`src/rtl/core/ssff_pkg.sv`:
```
`default_nettype none

package ssff_pkg;

	localparam logic [1:0] CMD_STORE  = 2'd0;
	localparam logic [1:0] CMD_REMOVE = 2'd1;
	localparam logic [1:0] CMD_ADD    = 2'd2;

	localparam logic [1:0] ST_OK       = 2'd0;
	localparam logic [1:0] ST_OCCUPIED = 2'd1;
	localparam logic [1:0] ST_EMPTY    = 2'd2;
	localparam logic [1:0] ST_FULL     = 2'd3;

	typedef struct packed {
		logic [1:0]  command;
		logic [3:0]  slot_index;
		logic [31:0] payload_in;
	} ssff_in_t;

	typedef struct packed {
		logic [1:0]  status;
		logic [3:0]  slot_used;
		logic [31:0] payload_out;
		logic [4:0]  occupied_count;
		logic        table_full;
	} ssff_out_t;

	// outcome of one command, everything but the payload read back
	typedef struct packed {
		logic [1:0] status;
		logic [3:0] slot_used;
		logic [4:0] occupied_count;
		logic       table_full;
		logic       mem_wr;
		logic       mem_rd;
	} ssff_dec_t;

endpackage

`default_nettype wire

```
`src/rtl/core/ssff_ram.sv`:
```
`default_nettype none

module ssff_ram #(
	parameter int WIDTH = 32,
	parameter int DEPTH = 16
) (
	input  wire logic                     clk,
	input  wire logic                     we,
	input  wire logic [$clog2(DEPTH)-1:0] waddr,
	input  wire logic [WIDTH-1:0]         wdata,
	input  wire logic                     re,
	input  wire logic [$clog2(DEPTH)-1:0] raddr,
	output logic      [WIDTH-1:0]         rdata
);

	logic [WIDTH-1:0] mem_q [DEPTH];

	always_ff @(posedge clk) begin
		if (we) begin
			mem_q[waddr] <= wdata;
		end
		if (re) begin
			rdata <= mem_q[raddr];
		end
	end

endmodule

`default_nettype wire

```
`src/rtl/core/ssff_alloc.sv`:
```
`default_nettype none

module ssff_alloc #(
	parameter int NUM_SLOTS = 16
) (
	input  wire logic                         clk,
	input  wire logic                         arst_n,
	input  wire logic                         accept,
	input  wire ssff_pkg::ssff_in_t           cmd,
	output ssff_pkg::ssff_dec_t               dec,
	output logic [$clog2(NUM_SLOTS)-1:0]      mem_addr
);

	import ssff_pkg::*;

	localparam int IW = $clog2(NUM_SLOTS);
	localparam int CW = $clog2(NUM_SLOTS + 1);

	logic [NUM_SLOTS-1:0] occ_q;
	logic [NUM_SLOTS-1:0] occ_nxt;
	logic [CW-1:0]        count_q;
	logic [CW-1:0]        count_nxt;
	logic [IW-1:0]        idx_w;
	logic [IW-1:0]        free_idx;
	logic                 free_found;
	logic                 in_range;
	logic                 is_full;

	assign idx_w    = IW'(cmd.slot_index);
	assign in_range = 32'(cmd.slot_index) < 32'(NUM_SLOTS);
	assign is_full  = count_q == CW'(NUM_SLOTS);

	// lowest free slot
	always_comb begin
		free_found = 1'b0;
		free_idx   = '0;
		for (int i = NUM_SLOTS - 1; i >= 0; i--) begin
			if (!occ_q[i]) begin
				free_found = 1'b1;
				free_idx   = IW'(i);
			end
		end
	end

	always_comb begin
		occ_nxt       = occ_q;
		count_nxt     = count_q;
		mem_addr      = idx_w;
		dec.status    = ST_OK;
		dec.slot_used = '0;
		dec.mem_wr    = 1'b0;
		dec.mem_rd    = 1'b0;
		unique case (cmd.command)
			CMD_STORE: begin
				dec.slot_used = cmd.slot_index;
				if (!in_range || occ_q[idx_w]) begin
					dec.status = ST_OCCUPIED;
				end else begin
					occ_nxt[idx_w] = 1'b1;
					count_nxt      = count_q + CW'(1);
					dec.mem_wr     = 1'b1;
				end
			end
			CMD_REMOVE: begin
				dec.slot_used = cmd.slot_index;
				if (!in_range || !occ_q[idx_w]) begin
					dec.status = ST_EMPTY;
				end else begin
					occ_nxt[idx_w] = 1'b0;
					count_nxt      = count_q - CW'(1);
					dec.mem_rd     = 1'b1;
				end
			end
			CMD_ADD: begin
				if (is_full || !free_found) begin
					dec.status = ST_FULL;
				end else begin
					occ_nxt[free_idx] = 1'b1;
					count_nxt         = count_q + CW'(1);
					mem_addr          = free_idx;
					dec.slot_used     = 4'(free_idx);
					dec.mem_wr        = 1'b1;
				end
			end
			default: begin
				// unused code: no change, report as things stand
			end
		endcase
		dec.occupied_count = 5'(count_nxt);
		dec.table_full     = count_nxt == CW'(NUM_SLOTS);
	end

	always_ff @(posedge clk or negedge arst_n) begin
		if (!arst_n) begin
			occ_q   <= '0;
			count_q <= '0;
		end else if (accept) begin
			occ_q   <= occ_nxt;
			count_q <= count_nxt;
		end
	end

endmodule

`default_nettype wire

```
`src/rtl/core/slot_store_first_free_alloc.sv`:
```
// First-free slot allocator. Takes one command per clock (store at a slot, remove from
// a slot, add at the lowest free slot) while the result side is not stalled, and gives
// exactly one result per command, via the decision stage and output register. Occupancy
// bits and the occupied count sit in flops, so the next command sees the previous one's
// effect at once, and a priority encoder over the occupancy bits finds the first free
// slot within the cycle. Payloads live in a simple dual-port RAM (one write, one
// registered read); a successful remove reads its slot in the decision stage and the
// word joins the result on its way into the output register. No command both writes
// and reads the RAM, so back-to-back commands need no forwarding. Occupancy is cleared
// by reset; the payload RAM is not cleared and needs no sweep. The output
// register keeps one finished result waiting while the next command is taken.
`default_nettype none

module slot_store_first_free_alloc #(
	parameter int NUM_SLOTS     = 16,
	parameter int PAYLOAD_WIDTH = 32
) (
	input  wire logic                clk,
	input  wire logic                arst_n,
	input  wire logic                in_valid,
	output logic                     in_ready,
	input  wire ssff_pkg::ssff_in_t  in_data,
	output logic                     out_valid,
	input  wire logic                out_ready,
	output ssff_pkg::ssff_out_t      out_data
);

	import ssff_pkg::*;

	localparam int IW = $clog2(NUM_SLOTS);

	logic                     in_beat;
	logic                     adv_s1;
	logic                     v_s1;
	ssff_dec_t                dec;
	ssff_dec_t                dec_s1;
	logic [IW-1:0]            mem_addr;
	logic [PAYLOAD_WIDTH-1:0] ram_rdata;

	assign adv_s1   = v_s1 && (!out_valid || out_ready);
	assign in_ready = !v_s1 || adv_s1;
	assign in_beat  = in_valid && in_ready;

	ssff_alloc #(
		.NUM_SLOTS(NUM_SLOTS)
	) u_alloc (
		.clk     (clk),
		.arst_n  (arst_n),
		.accept  (in_beat),
		.cmd     (in_data),
		.dec     (dec),
		.mem_addr(mem_addr)
	);

	// read data holds until the next remove beat, which only comes once s1 moves on
	ssff_ram #(
		.WIDTH(PAYLOAD_WIDTH),
		.DEPTH(NUM_SLOTS)
	) u_payload_ram (
		.clk  (clk),
		.we   (in_beat && dec.mem_wr),
		.waddr(mem_addr),
		.wdata(PAYLOAD_WIDTH'(in_data.payload_in)),
		.re   (in_beat && dec.mem_rd),
		.raddr(mem_addr),
		.rdata(ram_rdata)
	);

	always_ff @(posedge clk or negedge arst_n) begin
		if (!arst_n) begin
			v_s1 <= 1'b0;
		end else if (in_ready) begin
			v_s1 <= in_valid;
		end
	end

	always_ff @(posedge clk) begin
		if (in_beat) begin
			dec_s1 <= dec;
		end
	end

	always_ff @(posedge clk or negedge arst_n) begin
		if (!arst_n) begin
			out_valid <= 1'b0;
		end else if (adv_s1) begin
			out_valid <= 1'b1;
		end else if (out_ready) begin
			out_valid <= 1'b0;
		end
	end

	always_ff @(posedge clk) begin
		if (adv_s1) begin
			out_data.status         <= dec_s1.status;
			out_data.slot_used      <= dec_s1.slot_used;
			out_data.payload_out    <= dec_s1.mem_rd ? 32'(ram_rdata) : 32'd0;
			out_data.occupied_count <= dec_s1.occupied_count;
			out_data.table_full     <= dec_s1.table_full;
		end
	end

`ifndef SYNTHESIS
	a_full_flag: assert property (@(posedge clk) disable iff (!arst_n)
		v_s1 && dec_s1.status == ST_FULL |-> dec_s1.table_full)
		else $error("table full reported without full flag");

	a_wr_rd_excl: assert property (@(posedge clk) disable iff (!arst_n)
		in_beat && dec.mem_wr |-> !dec.mem_rd && dec.status == ST_OK)
		else $error("payload write with a read or a failed status");

	a_s1_hold: assert property (@(posedge clk) disable iff (!arst_n)
		v_s1 && !adv_s1 |=> v_s1 && $stable(dec_s1))
		else $error("stalled decision stage changed");
`endif

endmodule

`default_nettype wire

```
`config.mk`:
```
export PLATFORM = sky130hd
export DESIGN_NAME = slot_store_first_free_alloc
export DESIGN_NICKNAME = d
export VERILOG_FILES = /design/src/rtl/core/ssff_pkg.sv /design/src/rtl/core/ssff_ram.sv /design/src/rtl/core/ssff_alloc.sv /design/src/rtl/core/slot_store_first_free_alloc.sv
export SDC_FILE = /design/constraint.sdc
export NUM_CORES = 1
export LEC_CHECK = 0
export ABC_AREA = 1
export BUFFER_PORTS_ARGS = -buffer_cell sky130_fd_sc_hd__buf_4
export CORE_MARGIN = 2
export CORE_UTILIZATION = 57
export DETAILED_ROUTE_END_ITERATION = 8
export GPL_TIMING_DRIVEN = 0
export MAX_ROUTING_LAYER = met4
export PLACE_DENSITY = 0.82
export SYNTH_ARGS = -nofsm -noshare
export SYNTH_HDL_FRONTEND = slang
export SYNTH_SLANG_ARGS = --single-unit
```
`constraint.sdc`:
```
create_clock -name clk -period 7.35 [get_ports clk]
set_input_delay 1.47 -clock clk [delete_from_list [all_inputs] [get_ports clk]]
set_output_delay 1.47 -clock clk [all_outputs]
set_load 0.05 [all_outputs]
```
* Yosys cells after proc, flatten, opt, wreduce, memory -nomap -nowiden *
Memories as Yosys holds them, arrays and structs flattened. A register that Yosys moved wholly into a read port is not among the register bits.
Cells that the tools add are included.

operators by class
  add/subtract/negate cells = 2
  order comparisons = 4
  equal/unequal tests = 7
  multiplexer cells = 62
  bitwise gates (word level) = 4
  reduce and logical (&&, ||, !) cells = 16

operators by type and width
  operator             number
  $mux 4               19
  $mux 16              3
  $pmux 16 s3          1
  $or 16x16->16        2
  $mux 1               28
  $pmux 6 s3           1
  $and 16x16->16       1
  $not 16->16          1
  $mux 5               3
  $pmux 5 s3           1
  $eq 5x5->1 const B   2
  $lt 4x5->1 const B   2
  $demux 1 s4          2
  $ge 4x1->1 const B   2
  $logic_and 1x1->1    6
  $add 5x1->5 const B  1
  $reduce_and 5->1     1
  $sub 5x1->5 const B  1
  $bmux 1 s4           1
  $mux 2               2
  $ne 2x2->1 const B   2
  $logic_not 1->1      3
  $logic_or 1x1->1     3
  $reduce_bool 3->1    1
  6 further kinds      6

storage, ports and cells
  register bits = 80
  memory bits (writable) = 512
  bits of input ports = 42
  output and inout port bits = 46
  logic and storage cells = 110
  memories kept = 1

memories
  memory               depth  bits a word  rd ports  clocked after Yosys merged registers in  write ports  line            source
  u_payload_ram.mem_q  16     32           1         1                                        1            ssff_ram.sv:16  logic [WIDTH-1:0] mem_q [DEPTH];

* Depth between registers and ports, before layout *
Gate-level depths: netlist (run 1).

  depth after elaboration = 23
  gate-level depth with buffers = 27
  depth with buffers taken out = 25

* Hierarchy *
A second synthesis (run 1) with hierarchy kept.

unflattened totals
  cell total of the unflattened synthesis = 2636
  area, all modules = 27346.2 um2

by module, submodules not included
  module                       times used  cells an instance  area each (um2)
  ssff_ram                     1           2120               23050.9
  ssff_alloc                   1           377                2208.4
  slot_store_first_free_alloc  1           139                2087.0

* Worst setup path before layout (run 1) *
OpenSTA, ideal clock, no wires.

  path type = input -> register
  start = input in_data[37] (netlist name)
  end = memory u_payload_ram.mem_q[11][0], enable pin
  arrival = 4.171 ns
  slack = 2.758 ns
  stages = 9
  cells stage by stage = inv_1 -> nor2_2 -> inv_1 -> nor3_1 -> a21oi_1 -> nor2_1 -> buf_2 -> nand2_1 -> nor2_1

on the way
  word-level cells in the longest chain between the ends = 5
  elaborated cells between the ends (all ways) = 7

ends and longest elaborated chain
  item                                           line                               source
  from (decl)                                    slot_store_first_free_alloc.sv:22  input wire ssff_pkg::ssff_in_t in_data,
  $eq 2x2->1 or $logic_not 2->1 (tied branches)  ssff_alloc.sv:53                   unique case (cmd.command)
  $pmux 1 s2                                     ssff_alloc.sv:53
  $logic_and 1x1->1                              slot_store_first_free_alloc.sv:61  .we (in_beat && dec.mem_wr),
  $mux 1                                         ssff_ram.sv:19                     if (we) begin
  $mux 1 (not written as such)                   ssff_ram.sv:20                     mem_q[waddr] <= wdata;
  to (decl)                                      ssff_ram.sv:16

Parallel ways exist; a longest one is shown, timed or not.

* Worst setup path after layout (run 1) *
  start = input in_data[37] (netlist name)
  end = memory u_payload_ram.mem_q[10][30], enable pin

The elaborated chain is that of the path after synthesis.

==> out/metrics.csv, run 1 <==
stage;metric;value;unit
logic_synthesis;sequential-to-total area share from yosys stat;69.13;%
cells_and_area;layout cells sized above 1;11.79;%
timing;slew margin rel.;28.26;%
logic_synthesis;Async SR Flop Fraction;3.686;%
clocking;latest clock arrival within the worst-skew pair;660;ps
clocking;CTS tree;built;
global_route;initial antenna violation count;0;
power_and_ir_drop;PwrDens;299.1;mW/mm2
clocking;CTS resizes;0;
floorplanning;Starting Density;57.87;%
logic_synthesis;post-synth top area cell;edfxtp_1;
timing;fin crit share;63.01;%
logic_synthesis;Synth top area share;66.99;%
placement;Final HPWL DP;48350;um
worst_setup_path;worst-path cell chain;buf_4 -> inv_1 -> nor2_2 -> nand2_2 -> nor2_1 -> a21oi_2 -> inv_2 -> buf_2 -> clkbuf_1 -> nand2_1 -> nor2_4 -> buf_16;
timing;worst setup margin;2719;ps
logic_synthesis;synth cell count leaders;nand2_1, edfxtp_1, nand3_1, inv_1, buf_2;
floorplanning;die width;221.4;um
detailed_routing;total wire length;72760;um
logic_synthesis;Syn Area/Cell;10.37;um2
clocking;post-CTS setup buffers;0;
power_and_ir_drop;Pleak;12.97;nW
clocking;root buffer cell;clkbuf_16;
worst_setup_path;Critical Path End Type;flip-flop;
power_and_ir_drop;peak supply drop;0.2309;mV
detailed_routing;Wirelength per Cell;21.26;um
timing;unrepaired setup endpoints after global routing;false;
worst_setup_path;Crit path max-delay family;simple AND/OR/NAND/NOR gates;
floorplanning;die span in y;221.4;um
floorplanning;row count;79;
cells_and_area;Syn-to-layout area delta;14.98;%
floorplanning;core box area;0.04656;mm2
cells_and_area;nets;2809;
clocking;TritonCTS Buffers;60;
placement;Port Buffers;87;
worst_setup_path;CP Data Required Time;7690;ps
clocking;Hold Buf Count CTS;0;
placement;DP Area;0.02894;mm2
timing;Setup violations, final;0;
clocking;H-tree level count;2;
logic_synthesis;EDFF count, synth;601;
logic_synthesis;count leader, synth;nand2_1;
global_route;largest net degree at the start of global routing;26;
floorplanning;Ports;88;
timing;final hold violation count;0;
cells_and_area;post-route core utilization;66.54;%
global_route;GRT Residual Overflow;0;
clocking;clk slew on worst S/H paths;60;ps
worst_setup_path;CP startpoint kind;input pin;
worst_setup_path;critical path's slowest cell;nor2_4;
logic_synthesis;register bit total from synthesis;624;
worst_setup_path;R2R depth;15;
logic_synthesis;post-synth net total;2642;
worst_setup_path;Worst R2R Start;u_alloc.count_q[0];
detailed_routing;DR DRC count;0;
clocking;Clock Sinks;624;
worst_setup_path;Max FO, Critical Path;17;
timing;Hold WS;417.7;ps
timing;post-route clock skew;29.52;ps
floorplanning;area of the die;0.04902;mm2
timing;maximum clock rate;0.2159;GHz
logic_synthesis;Gate Count Post-Synth;2598;
worst_setup_path;Crit Path Class;input pin to flip-flop;
logic_synthesis;Synth Cell Area;0.02694;mm2
status;status;finished clean;
global_route;aggregate global-route resource usage;30.62;%
logic_synthesis;post-synthesis cell type count;38;
worst_hold_path;worst hold stages;0;
logic_synthesis;ys flop type;edfxtp_1;
worst_setup_path;worst path buffer plus inverter count;6;
timing;Period minus WS final;4631;ps
detailed_routing;via count;19900;
worst_setup_path;CP max stage delay;690;ps
detailed_routing;vias per cell;5.816;
flow_run;Max-cap violations;0;
detailed_routing;post-route ant nets;0;
placement;Post-Place Setup Slack;2171;ps
worst_setup_path;Worst EP arrival;4970;ps
worst_hold_path;Hold EP;out_data[39];
worst_hold_path;Hold Path Class;flip-flop to flip-flop;
global_route;vias in the first global route;19850;
logic_synthesis;Synth warnings;0;
worst_setup_path;worst reg2reg endpoint;u_payload_ram.mem_q[10][30];
worst_hold_path;hold wc startpoint;dec_s1[9];
worst_setup_path;R2R setup slack;2760;ps
placement;routability-driven placement congestion ratio;0.8981;
detailed_routing;initial drt markers;2808;
cells_and_area;final std cells w/o fill;3422;
placement;placed insts;3310;
global_route;first-pass GRT wire length;111100;um
power_and_ir_drop;total power;9.266;mW
logic_synthesis;top cells by area, synth;edfxtp_1, nand2_1, nand3_1, dfrtp_1, inv_1;
timing;post-route setup TNS;0;ps
timing;Final Slew Violations;0;
clocking;Bufs on Longest Clock Path;3;
cells_and_area;n_diodes;0;
detailed_routing;DRT Pass-1 Iters;6;
cells_and_area;design area;0.03098;mm2
timing;worst-margin pin slew;1076;ps
==> cell usage in the layout, fill, tap and decap left out, drive strengths merged, types with 3 or more instances in the layout <==
master,n
nor3,19
nor2,44
clkinv,25
buf,205
dfrtp,23
nand2,1241
o221ai,3
xor2,4
inv,155
a31oi,4
o21ai,26
edfxtp,601
a21oi,43
bufinv,9
nand3,283
clkinvlp,5
clkbuf,106
o22ai,4
a22oi,5
==> area by class of cell <==
class | count | area [um2]
multi-input combinational | 1686 | 7191
clock inverter | 41 | 460.4
fill | 3233 | 15580
inverter | 153 | 579.3
timing repair buffer | 105 | 1104
buffer | 135 | 686.9
clock buffer | 71 | 1573
tap | 607 | 759.5
sequential | 624 | 18620
==> where the power goes <==
part           total (mW)  switching [mW]  internal, mW  leakage, nW
combinational        1.90            1.38         0.524         6.25
clock                3.20            1.36          1.84        0.985
sequential           4.16          0.0902          4.07         5.73
==> per-layer routing <==
layer | vias to the layer above | share of wire [%] | wire [um] | GRT usage (%)
met1 | 9322 | 36 | 26100 | 37.62
met3 | 277 | 12 | 8589 | 6.573
li1 | 8964 | - | - | -
met5 | - | 0 | 0 | -
met4 | 0 | 4.3 | 3132 | 13.68
met2 | 1339 | 48 | 34940 | 49.12
==> worst register-to-register path: cells and delay by family (launching register included) <==
| family | cells | cell delay, ps |
|---|---|---|
| simple gates | 5 | 1700 |
| fa+ha+maj | 1 | 210 |
| compound gates | 2 | 280 |
| flops | 1 | 450 |
| buf+inv | 7 | 1660 |
==> state kept, by name, indices dropped and copies added (netlist names) <==
name and cells:
dec_s1 13, out_data 44, out_valid 1, u_alloc.count_q 5, u_alloc.occ_q 16, u_payload_ram.mem_q 512, u_payload_ram.rdata 32, v_s1 1
==> cell families after synthesis <==
kind of cell | synth area share (%)
DFF | 69.13
adders and majority gates | 0.09287
xor gates and xnor gates | 0.1300
and+or+nand+nor | 24.01
buffers and inverters | 4.700
AOI/OAI and AO/OA | 1.946
==> worst max-delay path by stage <==
| stage | to | cells past startpoint | start | slack (ps) |
|---|---|---|---|---|
| 2_1_floorplan | u_payload_ram.mem_q[11][0] | 9 | in_data[37] | 2760 |
| 3_3_place_gp | u_payload_ram.mem_q[13][14] | 12 | in_data[37] | 500 |
| 3_5_place_dp | u_payload_ram.mem_q[10][13] | 11 | in_data[37] | 2170 |
| 4_1_cts | u_payload_ram.mem_q[10][30] | 12 | in_data[37] | 2830 |
| 5_1_grt | u_payload_ram.mem_q[10][30] | 11 | in_data[37] | 2610 |
| 6_report | u_payload_ram.mem_q[10][30] | 12 | in_data[37] | 2720 |
(Power assumes the default switching activity.)
==> run 2, diff against run 1 <==
Clock period 7.35 ns to 4.7 ns, I/O delays scaled along.
==> out/metrics.csv, run 2 (same netlist as run 1, synthesis figures left out) <==
stage;metric;value;unit;change
global_route;aggregate global-route resource usage;30.62;%;about the same
clocking;CTS resizes;0;;unchanged
clocking;TritonCTS Buffers;60;;unchanged
global_route;vias in the first global route;19840;;-0.030%
clocking;clk slew on worst S/H paths;70;ps;about the same
worst_setup_path;R2R depth;15;;unchanged
worst_setup_path;CP startpoint kind;flip-flop;;
floorplanning;die span in y;221.4;um;unchanged
flow_run;Max-cap violations;0;;unchanged
worst_setup_path;Worst R2R Start;u_alloc.count_q[0];;
worst_setup_path;Max FO, Critical Path;17;;unchanged
detailed_routing;Wirelength per Cell;21.27;um;about the same
detailed_routing;initial drt markers;2898;;+3.2%
detailed_routing;via count;19860;;-0.22%
floorplanning;core box area;0.04656;mm2;unchanged
worst_setup_path;CP Data Required Time;5040;ps;-2650 ps
placement;placed insts;3310;;unchanged
detailed_routing;post-route ant nets;0;;unchanged
clocking;Hold Buf Count CTS;0;;unchanged
worst_setup_path;Crit Path Class;flip-flop to flip-flop;;
clocking;H-tree level count;2;;unchanged
cells_and_area;fillcell total;3233;;unchanged
clocking;CTS tree;built;;
status;status;finished clean;;
power_and_ir_drop;PwrDens;467.6;mW/mm2;+56%
clocking;post-CTS setup buffers;0;;unchanged
cells_and_area;layout cells sized above 1;11.79;%;unchanged
worst_hold_path;Hold Path Class;input pin to asynchronous set/reset pin;;
placement;routability-driven placement congestion ratio;0.8981;;unchanged
floorplanning;Starting Density;57.87;%;unchanged
floorplanning;row count;79;;unchanged
clocking;latest clock arrival within the worst-skew pair;660;ps;about the same
worst_setup_path;worst reg2reg endpoint;u_payload_ram.mem_q[10][30];;
placement;Final HPWL DP;48350;um;unchanged
timing;Period minus WS final;4583;ps;
timing;post-route clock skew;29.08;ps;-0.4405 ps
cells_and_area;Reg with most FFs;u_payload_ram.mem_q;;
timing;final hold violation count;0;;unchanged
timing;Final Slew Violations;0;;unchanged
timing;unrepaired setup endpoints after global routing;false;;
timing;slew margin rel.;28.96;%;+0.70 points
worst_setup_path;worst-path cell chain;inv_1 -> ha_1 -> inv_1 -> nor3_1 -> inv_1 -> nor2_1 -> a21oi_1 -> nand2_2 -> a21oi_2 -> inv_2 -> buf_2 -> clkbuf_1 -> nand2_1 -> nor2_4 -> buf_16;;
floorplanning;die width;221.4;um;unchanged
global_route;GRT Residual Overflow;0;;unchanged
timing;fin crit share;97.51;%;
power_and_ir_drop;Pleak;12.97;nW;unchanged
cells_and_area;Syn-to-layout area delta;14.98;%;unchanged
worst_setup_path;Worst path most repeated cell;inv_1;;
global_route;first-pass GRT wire length;111000;um;about the same
worst_setup_path;CP max stage delay;700;ps;about the same
clocking;root buffer cell;clkbuf_16;;
timing;Setup violations, final;0;;unchanged
worst_setup_path;Critical Path End Type;flip-flop;;
detailed_routing;total wire length;72780;um;about the same
clocking;Clock Sinks;624;;unchanged
cells_and_area;biggest regs;u_payload_ram.mem_q: 512 flops, out_data: 44 flops, u_payload_ram.rdata: 32 flops;;
timing;worst-margin pin slew;1066;ps;-10.56 ps
timing;Hold WS;205.7;ps;-212.0 ps
global_route;initial antenna violation count;0;;unchanged
cells_and_area;most frequent cells in the layout;nand2_1, edfxtp_1, nand3_1;;
worst_setup_path;Worst EP arrival;4920;ps;-50 ps
detailed_routing;DRT Pass-1 Iters;6;;unchanged
cells_and_area;final std cells w/o fill;3422;;unchanged
detailed_routing;DR DRC count;0;;unchanged
global_route;largest net degree at the start of global routing;26;;unchanged
clocking;Bufs on Longest Clock Path;3;;unchanged
floorplanning;area of the die;0.04902;mm2;unchanged
worst_setup_path;R2R setup slack;120;ps;-2640 ps
cells_and_area;n_diodes;0;;unchanged
cells_and_area;max reg flops;512;;unchanged
cells_and_area;nets;2809;;unchanged
power_and_ir_drop;peak supply drop;0.3611;mV;+56%
detailed_routing;vias per cell;5.803;;-0.22%
worst_setup_path;critical path's slowest cell;nor2_4;;
floorplanning;Ports;88;;unchanged
timing;maximum clock rate;0.2182;GHz;
cells_and_area;commonest non-fill, non-tap cell in the layout;nand2_1;;
placement;Port Buffers;87;;unchanged
==> run 2: per-stage QoR <==
stage / setup WS, ps / util (%) / TNS, ps / total power [mW] / cell area, um2
after floorplan: 637.6 / - / 0 / 8.488 / 26940
after global placement: -1618 / 60.90 / -758260 / 9.350 / 28350
final: 116.8 / 66.54 / 0 / 14.48 / 30980
after CTS: 234.7 / 66.54 / 0 / 14.42 / 30980
after global routing: 3.295 / 66.54 / 0 / 14.99 / 30980
after detailed placement: 51.05 / 62.17 / 0 / 9.504 / 28940
==> run 2: layer usage <==
layer / vias up / wire, um / GRT usage [%]
met5: - / 0 / -
met4: 0 / 3215 / 13.66
met2: 1330 / 34980 / 49.12
li1: 8964 / - / -
met3: 272 / 8562 / 6.427
met1: 9292 / 26030 / 37.73
==> run 2: worst max-delay path: cells and delay by family, from the launching register on <==
family,cells,cell delay [ps]
and+or+nand+nor,5,1690
buffers and inverters,7,1630
AOI/OAI and AO/OA,2,290
DFF,1,450
adders and majority gates,1,210
==> run 2: power by group <==
| part | leakage (nW) | internal [mW] | switching, mW |
|---|---|---|---|
| registers | 5.73 | 6.36 | 0.140 |
| clock network | 0.985 | 2.88 | 2.12 |
| logic | 6.25 | 0.819 | 2.16 |
| total | 13.0 | 10.1 | 4.42 |
==> run 2: worst max-delay path by stage <==
stage	cells past startpoint	from	end
finish	15	u_alloc.count_q[0]	u_payload_ram.mem_q[10][30]
global route	16	u_alloc.count_q[0]	u_payload_ram.mem_q[10][30]
CTS	15	u_alloc.count_q[0]	u_payload_ram.mem_q[10][30]
detailed placement	11	in_data[37]	u_payload_ram.mem_q[10][13]
global placement	12	in_data[37]	u_payload_ram.mem_q[13][14]
floorplan	9	in_data[37]	u_payload_ram.mem_q[11][0]
==> run 2: area by class of cell <==
class	instances	area [um2]	area share (%)
multi-input combinational	1686	7191	23.21
buffer	135	686.9	2.218
timing repair buffer	105	1104	3.563
tap	607	759.5	2.452
clock inverter	41	460.4	1.486
sequential	624	18620	60.12
clock buffer	71	1573	5.077
inverter	153	579.3	1.870
